`config.mk`:
```
export PLATFORM = sky130hd
export DESIGN_NAME = binary_to_roman_numeral_encoder_core
export DESIGN_NICKNAME = d
export VERILOG_FILES = /design/src/sv/brne_pkg.sv /design/src/sv/binary_to_roman_numeral_encoder_core.sv
export SDC_FILE = /design/constraint.sdc
export NUM_CORES = 1
export LEC_CHECK = 0
export BUFFER_PORTS_ARGS = -buffer_cell sky130_fd_sc_hd__buf_2
export CAP_MARGIN = 20
export CORE_ASPECT_RATIO = 0.8
export CORE_MARGIN = 2
export CORE_UTILIZATION = 60
export CTS_BUF_LIST = sky130_fd_sc_hd__clkbuf_8
export CTS_CLUSTER_DIAMETER = 150
export DETAILED_ROUTE_END_ITERATION = 7
export PLACE_DENSITY_LB_ADDON = 0.12
export SETUP_SLACK_MARGIN = 0.05
export SLEW_MARGIN = 20
export SYNTH_ARGS = -nofsm -noshare
export SYNTH_HDL_FRONTEND = slang
export SYNTH_SLANG_ARGS = --single-unit
```
`constraint.sdc`:
```
create_clock -name clk -period 5.6 [get_ports clk]
set_clock_uncertainty 0.15 [all_clocks]
set_input_delay 0.56 -clock clk [delete_from_list [all_inputs] [get_ports clk]]
set_output_delay 0.56 -clock clk [all_outputs]
set_load 0.005 [all_outputs]
```
`src/sv/brne_pkg.sv`:
```
package brne_pkg;

  localparam int VALUE_W      = 14;
  localparam int SYMBOL_W     = 8;
  localparam int DIGITS       = 4;
  localparam int BCD_W        = 4 * DIGITS;
  localparam int SPLIT_CYCLES = VALUE_W;
  localparam int CNT_W        = $clog2(SPLIT_CYCLES);

  localparam logic [VALUE_W-1:0] MAX_ROMAN = VALUE_W'(3999);

  localparam logic [SYMBOL_W-1:0] CH_NONE = 8'h00;
  localparam logic [SYMBOL_W-1:0] CH_I    = 8'h49;
  localparam logic [SYMBOL_W-1:0] CH_V    = 8'h56;
  localparam logic [SYMBOL_W-1:0] CH_X    = 8'h58;
  localparam logic [SYMBOL_W-1:0] CH_L    = 8'h4c;
  localparam logic [SYMBOL_W-1:0] CH_C    = 8'h43;
  localparam logic [SYMBOL_W-1:0] CH_D    = 8'h44;
  localparam logic [SYMBOL_W-1:0] CH_M    = 8'h4d;

  typedef enum logic [1:0] {
    ST_IDLE,
    ST_SPLIT,
    ST_EMIT
  } state_t;

  typedef enum logic [1:0] {
    SYM_ONE,
    SYM_FIVE,
    SYM_TEN
  } sym_kind_t;

  // number of characters a decimal digit turns into
  function automatic logic [2:0] digit_len(input logic [3:0] d);
    logic [2:0] len;
    len = 3'd0;
    case (d) inside
      4'd1, 4'd2, 4'd3:         len = 3'(d);
      4'd4:                     len = 3'd2;
      4'd5:                     len = 3'd1;
      4'd6, 4'd7, 4'd8:         len = 3'(d - 4'd4);
      4'd9:                     len = 3'd2;
      default:                  len = 3'd0;
    endcase
    return len;
  endfunction

  // which of the one/five/ten letters stands at position k of a digit
  function automatic sym_kind_t digit_kind(input logic [3:0] d, input logic [1:0] k);
    sym_kind_t kind;
    kind = SYM_ONE;
    case (d) inside
      4'd4:                     kind = (k == 2'd0) ? SYM_ONE : SYM_FIVE;
      4'd9:                     kind = (k == 2'd0) ? SYM_ONE : SYM_TEN;
      4'd5, 4'd6, 4'd7, 4'd8:   kind = (k == 2'd0) ? SYM_FIVE : SYM_ONE;
      default:                  kind = SYM_ONE;
    endcase
    return kind;
  endfunction

  // place 0 is thousands, 3 is units
  function automatic logic [SYMBOL_W-1:0] roman_char(input logic [1:0] place,
                                                     input sym_kind_t kind);
    logic [SYMBOL_W-1:0] ch;
    ch = CH_NONE;
    unique case (place)
      2'd0: ch = (kind == SYM_ONE) ? CH_M : CH_NONE;
      2'd1: begin
        unique case (kind)
          SYM_ONE:  ch = CH_C;
          SYM_FIVE: ch = CH_D;
          SYM_TEN:  ch = CH_M;
          default:  ch = CH_NONE;
        endcase
      end
      2'd2: begin
        unique case (kind)
          SYM_ONE:  ch = CH_X;
          SYM_FIVE: ch = CH_L;
          SYM_TEN:  ch = CH_C;
          default:  ch = CH_NONE;
        endcase
      end
      default: begin
        unique case (kind)
          SYM_ONE:  ch = CH_I;
          SYM_FIVE: ch = CH_V;
          SYM_TEN:  ch = CH_X;
          default:  ch = CH_NONE;
        endcase
      end
    endcase
    return ch;
  endfunction

endpackage

```
`src/sv/binary_to_roman_numeral_encoder_core.sv`:
```
// channel  | handshake             | payload
// ---------+-----------------------+--------------------------------------------
// input    | in_valid / in_stall   | value[13:0]
// output   | out_valid / out_stall | symbol[7:0], last, empty_res, out_of_range
//
// one word in, then a shift-add-3 digit split over the 14 value bits (one bit
// per cycle), then one character per cycle while the output is not stalled; a zero
// digit ahead of the last nonzero one takes a state step of its own with no character.
// zero and out-of-range values skip the split and give a single flag word.
// rst is synchronous and clears the control state and out_valid.
// in_stall is high until the last word is loaded; a stalled word holds back the next word, not the split.
module binary_to_roman_numeral_encoder_core
  import brne_pkg::*;
(
  input  logic                clk,
  input  logic                rst,
  input  logic [VALUE_W-1:0]  value,
  input  logic                in_valid,
  output logic                in_stall,
  output logic [SYMBOL_W-1:0] symbol,
  output logic                last,
  output logic                empty_res,
  output logic                out_of_range,
  output logic                out_valid,
  input  logic                out_stall
);

  state_t               state, state_next;
  logic [VALUE_W-1:0]   sh, sh_next;
  logic [BCD_W-1:0]     bcd, bcd_next, adj;
  logic [CNT_W-1:0]     cnt, cnt_next;
  logic [1:0]           p, p_next;
  logic [1:0]           k, k_next;
  logic                 flag_empty, flag_empty_next;
  logic                 flag_oor, flag_oor_next;
  logic                 out_valid_next;
  logic                 out_free, load;
  logic [SYMBOL_W-1:0]  sym_d;
  logic                 last_d;
  logic [3:0]           cur_d;
  logic [2:0]           cur_len;
  logic                 rest_zero;

  assign out_free = !out_valid || !out_stall;
  assign in_stall = (state != ST_IDLE);

  // add 3 to every bcd digit of 5 or more before the next shift
  always_comb begin
    for (int i = 0; i < DIGITS; i++) begin
      adj[i*4 +: 4] = (bcd[i*4 +: 4] >= 4'd5) ? bcd[i*4 +: 4] + 4'd3 : bcd[i*4 +: 4];
    end
  end

  // current digit and whether all lower places are zero
  always_comb begin
    unique case (p)
      2'd0: begin
        cur_d     = bcd[15:12];
        rest_zero = (bcd[11:0] == 12'd0);
      end
      2'd1: begin
        cur_d     = bcd[11:8];
        rest_zero = (bcd[7:0] == 8'd0);
      end
      2'd2: begin
        cur_d     = bcd[7:4];
        rest_zero = (bcd[3:0] == 4'd0);
      end
      default: begin
        cur_d     = bcd[3:0];
        rest_zero = 1'b1;
      end
    endcase
  end

  assign cur_len = digit_len(cur_d);

  always_comb begin
    state_next      = state;
    sh_next         = sh;
    bcd_next        = bcd;
    cnt_next        = cnt;
    p_next          = p;
    k_next          = k;
    flag_empty_next = flag_empty;
    flag_oor_next   = flag_oor;
    load            = 1'b0;
    sym_d           = CH_NONE;
    last_d          = 1'b0;

    unique case (state)
      ST_IDLE: begin
        if (in_valid) begin
          flag_empty_next = (value == '0);
          flag_oor_next   = (value > MAX_ROMAN);
          sh_next         = value;
          bcd_next        = '0;
          cnt_next        = '0;
          p_next          = 2'd0;
          k_next          = 2'd0;
          state_next      = ((value == '0) || (value > MAX_ROMAN)) ? ST_EMIT : ST_SPLIT;
        end
      end
      ST_SPLIT: begin
        bcd_next = {adj[BCD_W-2:0], sh[VALUE_W-1]};
        sh_next  = {sh[VALUE_W-2:0], 1'b0};
        cnt_next = cnt + 1'b1;
        if (cnt == CNT_W'(SPLIT_CYCLES - 1)) begin
          state_next = ST_EMIT;
        end
      end
      ST_EMIT: begin
        if (flag_empty || flag_oor) begin
          if (out_free) begin
            load       = 1'b1;
            last_d     = 1'b1;
            state_next = ST_IDLE;
          end
        end else if (cur_len == 3'd0) begin
          p_next = p + 2'd1;
        end else if (out_free) begin
          load   = 1'b1;
          sym_d  = roman_char(p, digit_kind(cur_d, k));
          last_d = ({1'b0, k} == cur_len - 3'd1) && rest_zero;
          if ({1'b0, k} == cur_len - 3'd1) begin
            k_next = 2'd0;
            p_next = p + 2'd1;
            if (rest_zero) begin
              state_next = ST_IDLE;
            end
          end else begin
            k_next = k + 2'd1;
          end
        end
      end
      default: state_next = ST_IDLE;
    endcase

    if (load) begin
      out_valid_next = 1'b1;
    end else if (!out_stall) begin
      out_valid_next = 1'b0;
    end else begin
      out_valid_next = out_valid;
    end
  end

  always_ff @(posedge clk) begin
    if (rst) begin
      state     <= ST_IDLE;
      out_valid <= 1'b0;
      cnt       <= '0;
      p         <= 2'd0;
      k         <= 2'd0;
    end else begin
      state     <= state_next;
      out_valid <= out_valid_next;
      cnt       <= cnt_next;
      p         <= p_next;
      k         <= k_next;
    end
  end

  always_ff @(posedge clk) begin
    sh         <= sh_next;
    bcd        <= bcd_next;
    flag_empty <= flag_empty_next;
    flag_oor   <= flag_oor_next;
    if (load) begin
      symbol       <= sym_d;
      last         <= last_d;
      empty_res    <= flag_empty;
      out_of_range <= flag_oor;
    end
  end

  a_accept_leaves_idle: assert property (@(posedge clk) disable iff (rst)
    in_valid && !in_stall |=> state != ST_IDLE)
    else $error("accepted word did not start conversion");

  a_flag_word_shape: assert property (@(posedge clk) disable iff (rst)
    out_valid && (empty_res || out_of_range) |-> last && symbol == CH_NONE)
    else $error("flag word must be single and carry no character");

  a_flags_exclusive: assert property (@(posedge clk) disable iff (rst)
    out_valid |-> !(empty_res && out_of_range))
    else $error("empty and out of range both set");

  a_split_count: assert property (@(posedge clk) disable iff (rst)
    state == ST_SPLIT && $past(state) == ST_IDLE |-> cnt == '0)
    else $error("split counter not cleared on start");

endmodule
```
# Word level (Yosys, flattened, before mapping)
# Index checks and enable logic that the tools add are counted.
dict set report totals {
  reg_bits 54
  latchBits 0
  mem_bits_rw 0
  romBits 0
  in_bits 18
  elab_cells 147
  memories 0
}
dict set report classes {
  add_sub_neg 9
  multipliers 0
  div 0
  n_lt_le_gt_ge 5
  eq_ne 29
  shifts 0
  n_mux 62
  bitwise 2
  reduce_logical 27
}
# op n
set ops {}
lappend ops {{$pmux 7 s3} 4}
lappend ops {{$mux 2} 26}
lappend ops {{$pmux 16 s2} 1}
lappend ops {{$pmux 14 s2} 1}
lappend ops {{$ne 3x3->1 const B} 6}
lappend ops {{$eq 4x3->1 const B} 4}
lappend ops {{$ge 4x3->1 const B} 4}
lappend ops {{$mux 16} 1}
lappend ops {{$mux 4} 4}
lappend ops {{$mux 3} 5}
lappend ops {{$gt 14x12->1 const B} 1}
lappend ops {{$logic_not 14->1} 1}
lappend ops {{$mux 14} 1}
lappend ops {{$add 4x2->4 const B} 3}
lappend ops {{$eq 4x4->1 const B} 3}
lappend ops {{$logic_not 12->1} 1}
lappend ops {{$mux 1} 12}
lappend ops {{$pmux 4 s3} 1}
lappend ops {{$ne 2x2->1 const B} 5}
lappend ops {{$reduce_and 5->1} 2}
lappend ops {{$eq 4x2->1 const B} 2}
lappend ops {{$logic_not 2->1} 4}
lappend ops {{$logic_not 8->1} 1}
lappend ops {{$pmux 2 s2} 2}
lappend ops {{other kinds (25)} 39}

# Depth between registers and ports, before layout
dict set report depth {
  word_depth 15
  depth_mapped 15
  ltp_nobuf 14
}

# Least setup slack after synthesis
# Ideal clock, no wire load.
dict set report synth_timing {
  path_kind {reg-to-reg}
  start {reg p[0]}
  end {reg p[0]}
  setup_ns 0.067
  t_arrival_ns 3.207
  required_ns 5.383
  setup_slack_ns 2.175
  stages_incl_launch_ff 12
  n_path_buf 1
  period_less_slack_ns 3.425
  cell_sequence {dfxtp_1 -> inv_1 -> ha_1 -> buf_2 -> a222oi_1 -> mux2i_1 -> or4_4 -> ha_1 -> nand3_1 -> or4_4 -> a311o_1 -> a21oi_2}
}
dict set report synth_between {
  elab_chain_cells 12
  elab_cells_between_ends 33
  cone_classes {add/sub (3); eq/ne (14); mux (11); reduce/logical (5)}
}
# item line
set synth_rtl {}
lappend synth_rtl {{from (decl)} binary_to_roman_numeral_encoder_core.sv:32} ;# logic [1:0] p, p_next;
lappend synth_rtl {{from (signal assigned)} binary_to_roman_numeral_encoder_core.sv:159} ;# p <= p_next;
lappend synth_rtl {{branches (longest 12 deep; another with $sub 3x3->3)} -}
# Several ways; the timed one is not identified. The select of a mux whose other input is x is not followed.
# A chain may end at the register's enable or synchronous reset.

# Worst setup path after layout
# Ends and elaborated chain as after synthesis.

==> impl_metrics.sql <==
INSERT INTO impl_metrics (metric_group, metric, value, unit) VALUES
('grt', 'track_usage', '0.2129', ''),
('worst_setup_path', 'worst-endpoint-arrival', '3.78', 'ns'),
('floorplanning', 'die_height', '69.02', 'um'),
('power_and_ir_drop', 'clkPwrFrac', '0.298', ''),
('worst_setup_path', 'worstPathRequired', '5.70', 'ns'),
('synthesis', 'ys_warn_count', '0', ''),
('power_and_ir_drop', 'seq_power_share', '0.529', ''),
('synthesis', 'synthCells', '335', ''),
('power_and_ir_drop', 'total_power', '876.9', 'uW'),
('timing', 'timing.slew.headroom', '0.3728', ''),
('synthesis', 'synth.cell_area', '3171', 'um2'),
('flow_run', 'drv.max_cap_violation_count', '0', ''),
('clock_tree', 'clock_latency', '0.31', 'ns'),
('synthesis', 'average_instance_area_after_synthesis', '9.464', 'um2'),
('synthesis', 'synth-compound-area-share', '0.1369', ''),
('clock_tree', 'cts.repair.resized', '0', ''),
('synthesis', 'yosysTopAreaCell', 'sky130_fd_sc_hd__edfxtp_1', ''),
('clock_tree', 'cts_root_buffer', 'sky130_fd_sc_hd__clkbuf_8', ''),
('worst_setup_path', 'critPathLaunchType', 'register', ''),
('grt', 'first_global_vias', '2250', ''),
('worst_setup_path', 'critPathBufInv', '1', ''),
('timing', 'report.final.hold_viol_count', '0', ''),
('power_and_ir_drop', 'vdd_drop_max', '0.1532', 'mV'),
('synthesis', 'synth_sequential_area_ratio', '0.4578', ''),
('hold_path', 'worst_hold_path_type', 'reg -> reg', ''),
('final_layout', 'layout.filler_cells', '425', ''),
('clock_tree', 'cts-hold-fix-buffers', '0', ''),
('grt', 'antenna_found_initial', '0', ''),
('timing', 'final-setup-viol-count', '0', ''),
('status', 'status', 'completed', ''),
('clock_tree', 'max-clock-path-buffers', '2', ''),
('power_and_ir_drop', 'power.combinational.fraction', '0.173', ''),
('clock_tree', 'tritoncts', 'built', ''),
('worst_setup_path', 'slowest_stage', 'sky130_fd_sc_hd__or4_4', ''),
('routing', 'detailroute.via_count', '2429', ''),
('timing', 'worst_slew_pin_slew', '0.9389', 'ns'),
('synthesis', 'post_synth_fa_ha_maj_area_fraction', '0.09866', ''),
('worst_setup_path', 'crit_path_max_incr_delay', '0.60', 'ns'),
('worst_setup_path', 'crit_chain', 'inv_1, ha_1, a222oi_1, mux2i_1, or4_4, ha_1, nand3_1, or4_4, a311o_1, a21oi_2', ''),
('place', 'place.port_buffers', '28', ''),
('clock_tree', 'cts.clk_slew.worst_paths', '0.10', 'ns'),
('synthesis', 'combinational_family_with_the_most_area_after_synthesis', 'simple AND/OR/NAND/NOR gates', ''),
('timing', 'tns_setup', '0', 'ns'),
('routing', 'remaining_drc_errors', '0', ''),
('worst_setup_path', 'cp-end-kind', 'register', ''),
('floorplanning', 'floorplan.die_area', '5885', 'um2'),
('timing', 'final_max_slew_viol_count', '0', ''),
('routing', 'drt_iter0_drc', '175', ''),
('floorplanning', 'ios', '31', ''),
('synthesis', 'number_of_enable_type_register_cells_in_the_synthesized_netlist', '41', ''),
('power_and_ir_drop', 'powerDensity', '254.8', 'nW/um2'),
('place', 'dp.final_hpwl', '4348', 'um'),
('synthesis', 'synthFlopType', 'sky130_fd_sc_hd__edfxtp_1', ''),
('place', 'routabilityCongestion', '0.8418', ''),
('worst_setup_path', 'critPathMaxFanout', '10', ''),
('worst_setup_path', 'critical-path-top-delay-family', 'simple AND/OR/NAND/NOR gates', ''),
('timing', 'finalWorstPathRequiredPeriod', '3.678', 'ns'),
('grt', 'overflow', '0', ''),
('floorplanning', 'core_region_area', '5065', 'um2'),
('synthesis', 'yosys.area_share.simple', '0.2111', ''),
('clock_tree', 'cts_htree_levels', '2', ''),
('power_and_ir_drop', 'p_leak', '0.001410', 'uW'),
('timing', 'period_share', '0.6567', ''),
('final_layout', 'multi_input_comb_area', '1569', 'um2'),
('synthesis', 'yosysUniqueCellTypes', '51', ''),
('synthesis', 'synth_seq_cells', '52', ''),
('grt', 'global_route_wire_length_before_repair', '10050', 'um'),
('routing', 'antenna_left', '0', ''),
('timing', 'grt_setup_unrepaired', 'no', ''),
('synthesis', 'synthTopCellsByArea', 'sky130_fd_sc_hd__edfxtp_1 39%, sky130_fd_sc_hd__ha_1 9.9%, sky130_fd_sc_hd__dfxtp_1 6.9%', ''),
('routing', 'wire_per_inst', '14.02', 'um');
area by class of cell:
| cell class | instances | area share |
|---|---|---|
| clock inverters | 3 | 0.01236 |
| well taps | 62 | 0.02254 |
| flip-flops and latches | 52 | 0.4217 |
| multi-input cells | 251 | 0.4558 |
| repair buffers | 30 | 0.04507 |
| inverters | 20 | 0.02254 |
| clock buffers | 5 | 0.01999 |
cell families (layout without fill, tap and decap cells):
logic type	after synthesis	count (layout)
muxes	6	6
xor gates and xnor gates	9	9
AOI/OAI and AO/OA	66	66
and+or+nand+nor	143	143
adders and majority gates	25	25
DFF	52	52
other	1	2
buffers and inverters	33	58
sequential cells by signal (all words and copies together), names as in the netlist:
| signal | cells |
|---|---|
| empty_res | 1 |
| flag_empty | 1 |
| flag_oor | 1 |
| last | 1 |
| symbol | 6 |
| cnt | 4 |
| state | 2 |
| p | 2 |
| out_valid | 1 |
| bcd | 16 |
| k | 2 |
| out_of_range | 1 |
| sh | 14 |
synth_stat cells (7+ instances only):
cell type	n
sky130_fd_sc_hd__a21oi_1	24
sky130_fd_sc_hd__clkbuf_1	7
sky130_fd_sc_hd__dfxtp_1	11
sky130_fd_sc_hd__edfxtp_1	41
sky130_fd_sc_hd__ha_1	25
sky130_fd_sc_hd__inv_1	19
sky130_fd_sc_hd__nand2_1	58
sky130_fd_sc_hd__nand2b_1	11
sky130_fd_sc_hd__nor2_1	35
sky130_fd_sc_hd__nor3_1	9
sky130_fd_sc_hd__o21ai_0	14
power by group through the flow:
stage / Sequential, uW / Clock, uW / Combinational, uW
floorplan: 467 / 0 / 114
global placement: 472 / 0 / 146
detailed placement: 473 / 0 / 151
CTS: 464 / 269 / 152
global route: 468 / 280 / 172
finish: 464 / 262 / 152
stage by stage:
stage / std cells / setup WS, ns / util / cell area (um2) / hold WS [ns]
after floorplan: 336 / 2.175 / - / 3174 / 0.2971
after global placement: 415 / 2.082 / 0.6576 / 3331 / 0.3156
after detailed placement: 415 / 1.941 / 0.6576 / 3331 / 0.3169
after CTS: 423 / 1.912 / 0.6796 / 3442 / 0.3378
after global routing: 423 / 1.588 / 0.6796 / 3442 / 0.3618
final: 423 / 1.922 / 0.6796 / 3442 / 0.3378
per-layer routing:
| layer | global-route usage | vias up | share of wire |
|---|---|---|---|
| li1 | - | 1224 | - |
| met5 | 0 | - | 0 |
| met4 | 0.06878 | 0 | 0.015 |
| met1 | 0.2857 | 1149 | 0.48 |
| met3 | 0.04072 | 10 | 0.039 |
| met2 | 0.3481 | 46 | 0.47 |
path summary, 6_finish.rpt:
path,depth (start not counted),slack (ns),to,from
max reg2reg,10,1.92,p[0]$_SDFFE_PP0P_,p[0]$_SDFFE_PP0P_
min,1,0.34,cnt[3]$_SDFFE_PP0P_,cnt[3]$_SDFFE_PP0P_
max,10,1.92,p[0]$_SDFFE_PP0P_,p[0]$_SDFFE_PP0P_
min reg2reg,1,0.34,cnt[3]$_SDFFE_PP0P_,cnt[3]$_SDFFE_PP0P_
cell usage in the layout (no fill, tap or decap), types with 9 or more instances in the layout:
cell / Yosys / final
sky130_fd_sc_hd__a21oi_1: 24 / 24
sky130_fd_sc_hd__buf_2: 1 / 28
sky130_fd_sc_hd__dfxtp_1: 11 / 11
sky130_fd_sc_hd__edfxtp_1: 41 / 41
sky130_fd_sc_hd__ha_1: 25 / 25
sky130_fd_sc_hd__inv_1: 19 / 20
sky130_fd_sc_hd__nand2_1: 58 / 58
sky130_fd_sc_hd__nand2b_1: 11 / 11
sky130_fd_sc_hd__nor2_1: 35 / 35
sky130_fd_sc_hd__nor3_1: 9 / 9
sky130_fd_sc_hd__o21ai_0: 14 / 14
Power figures use the tool's default switching activity.
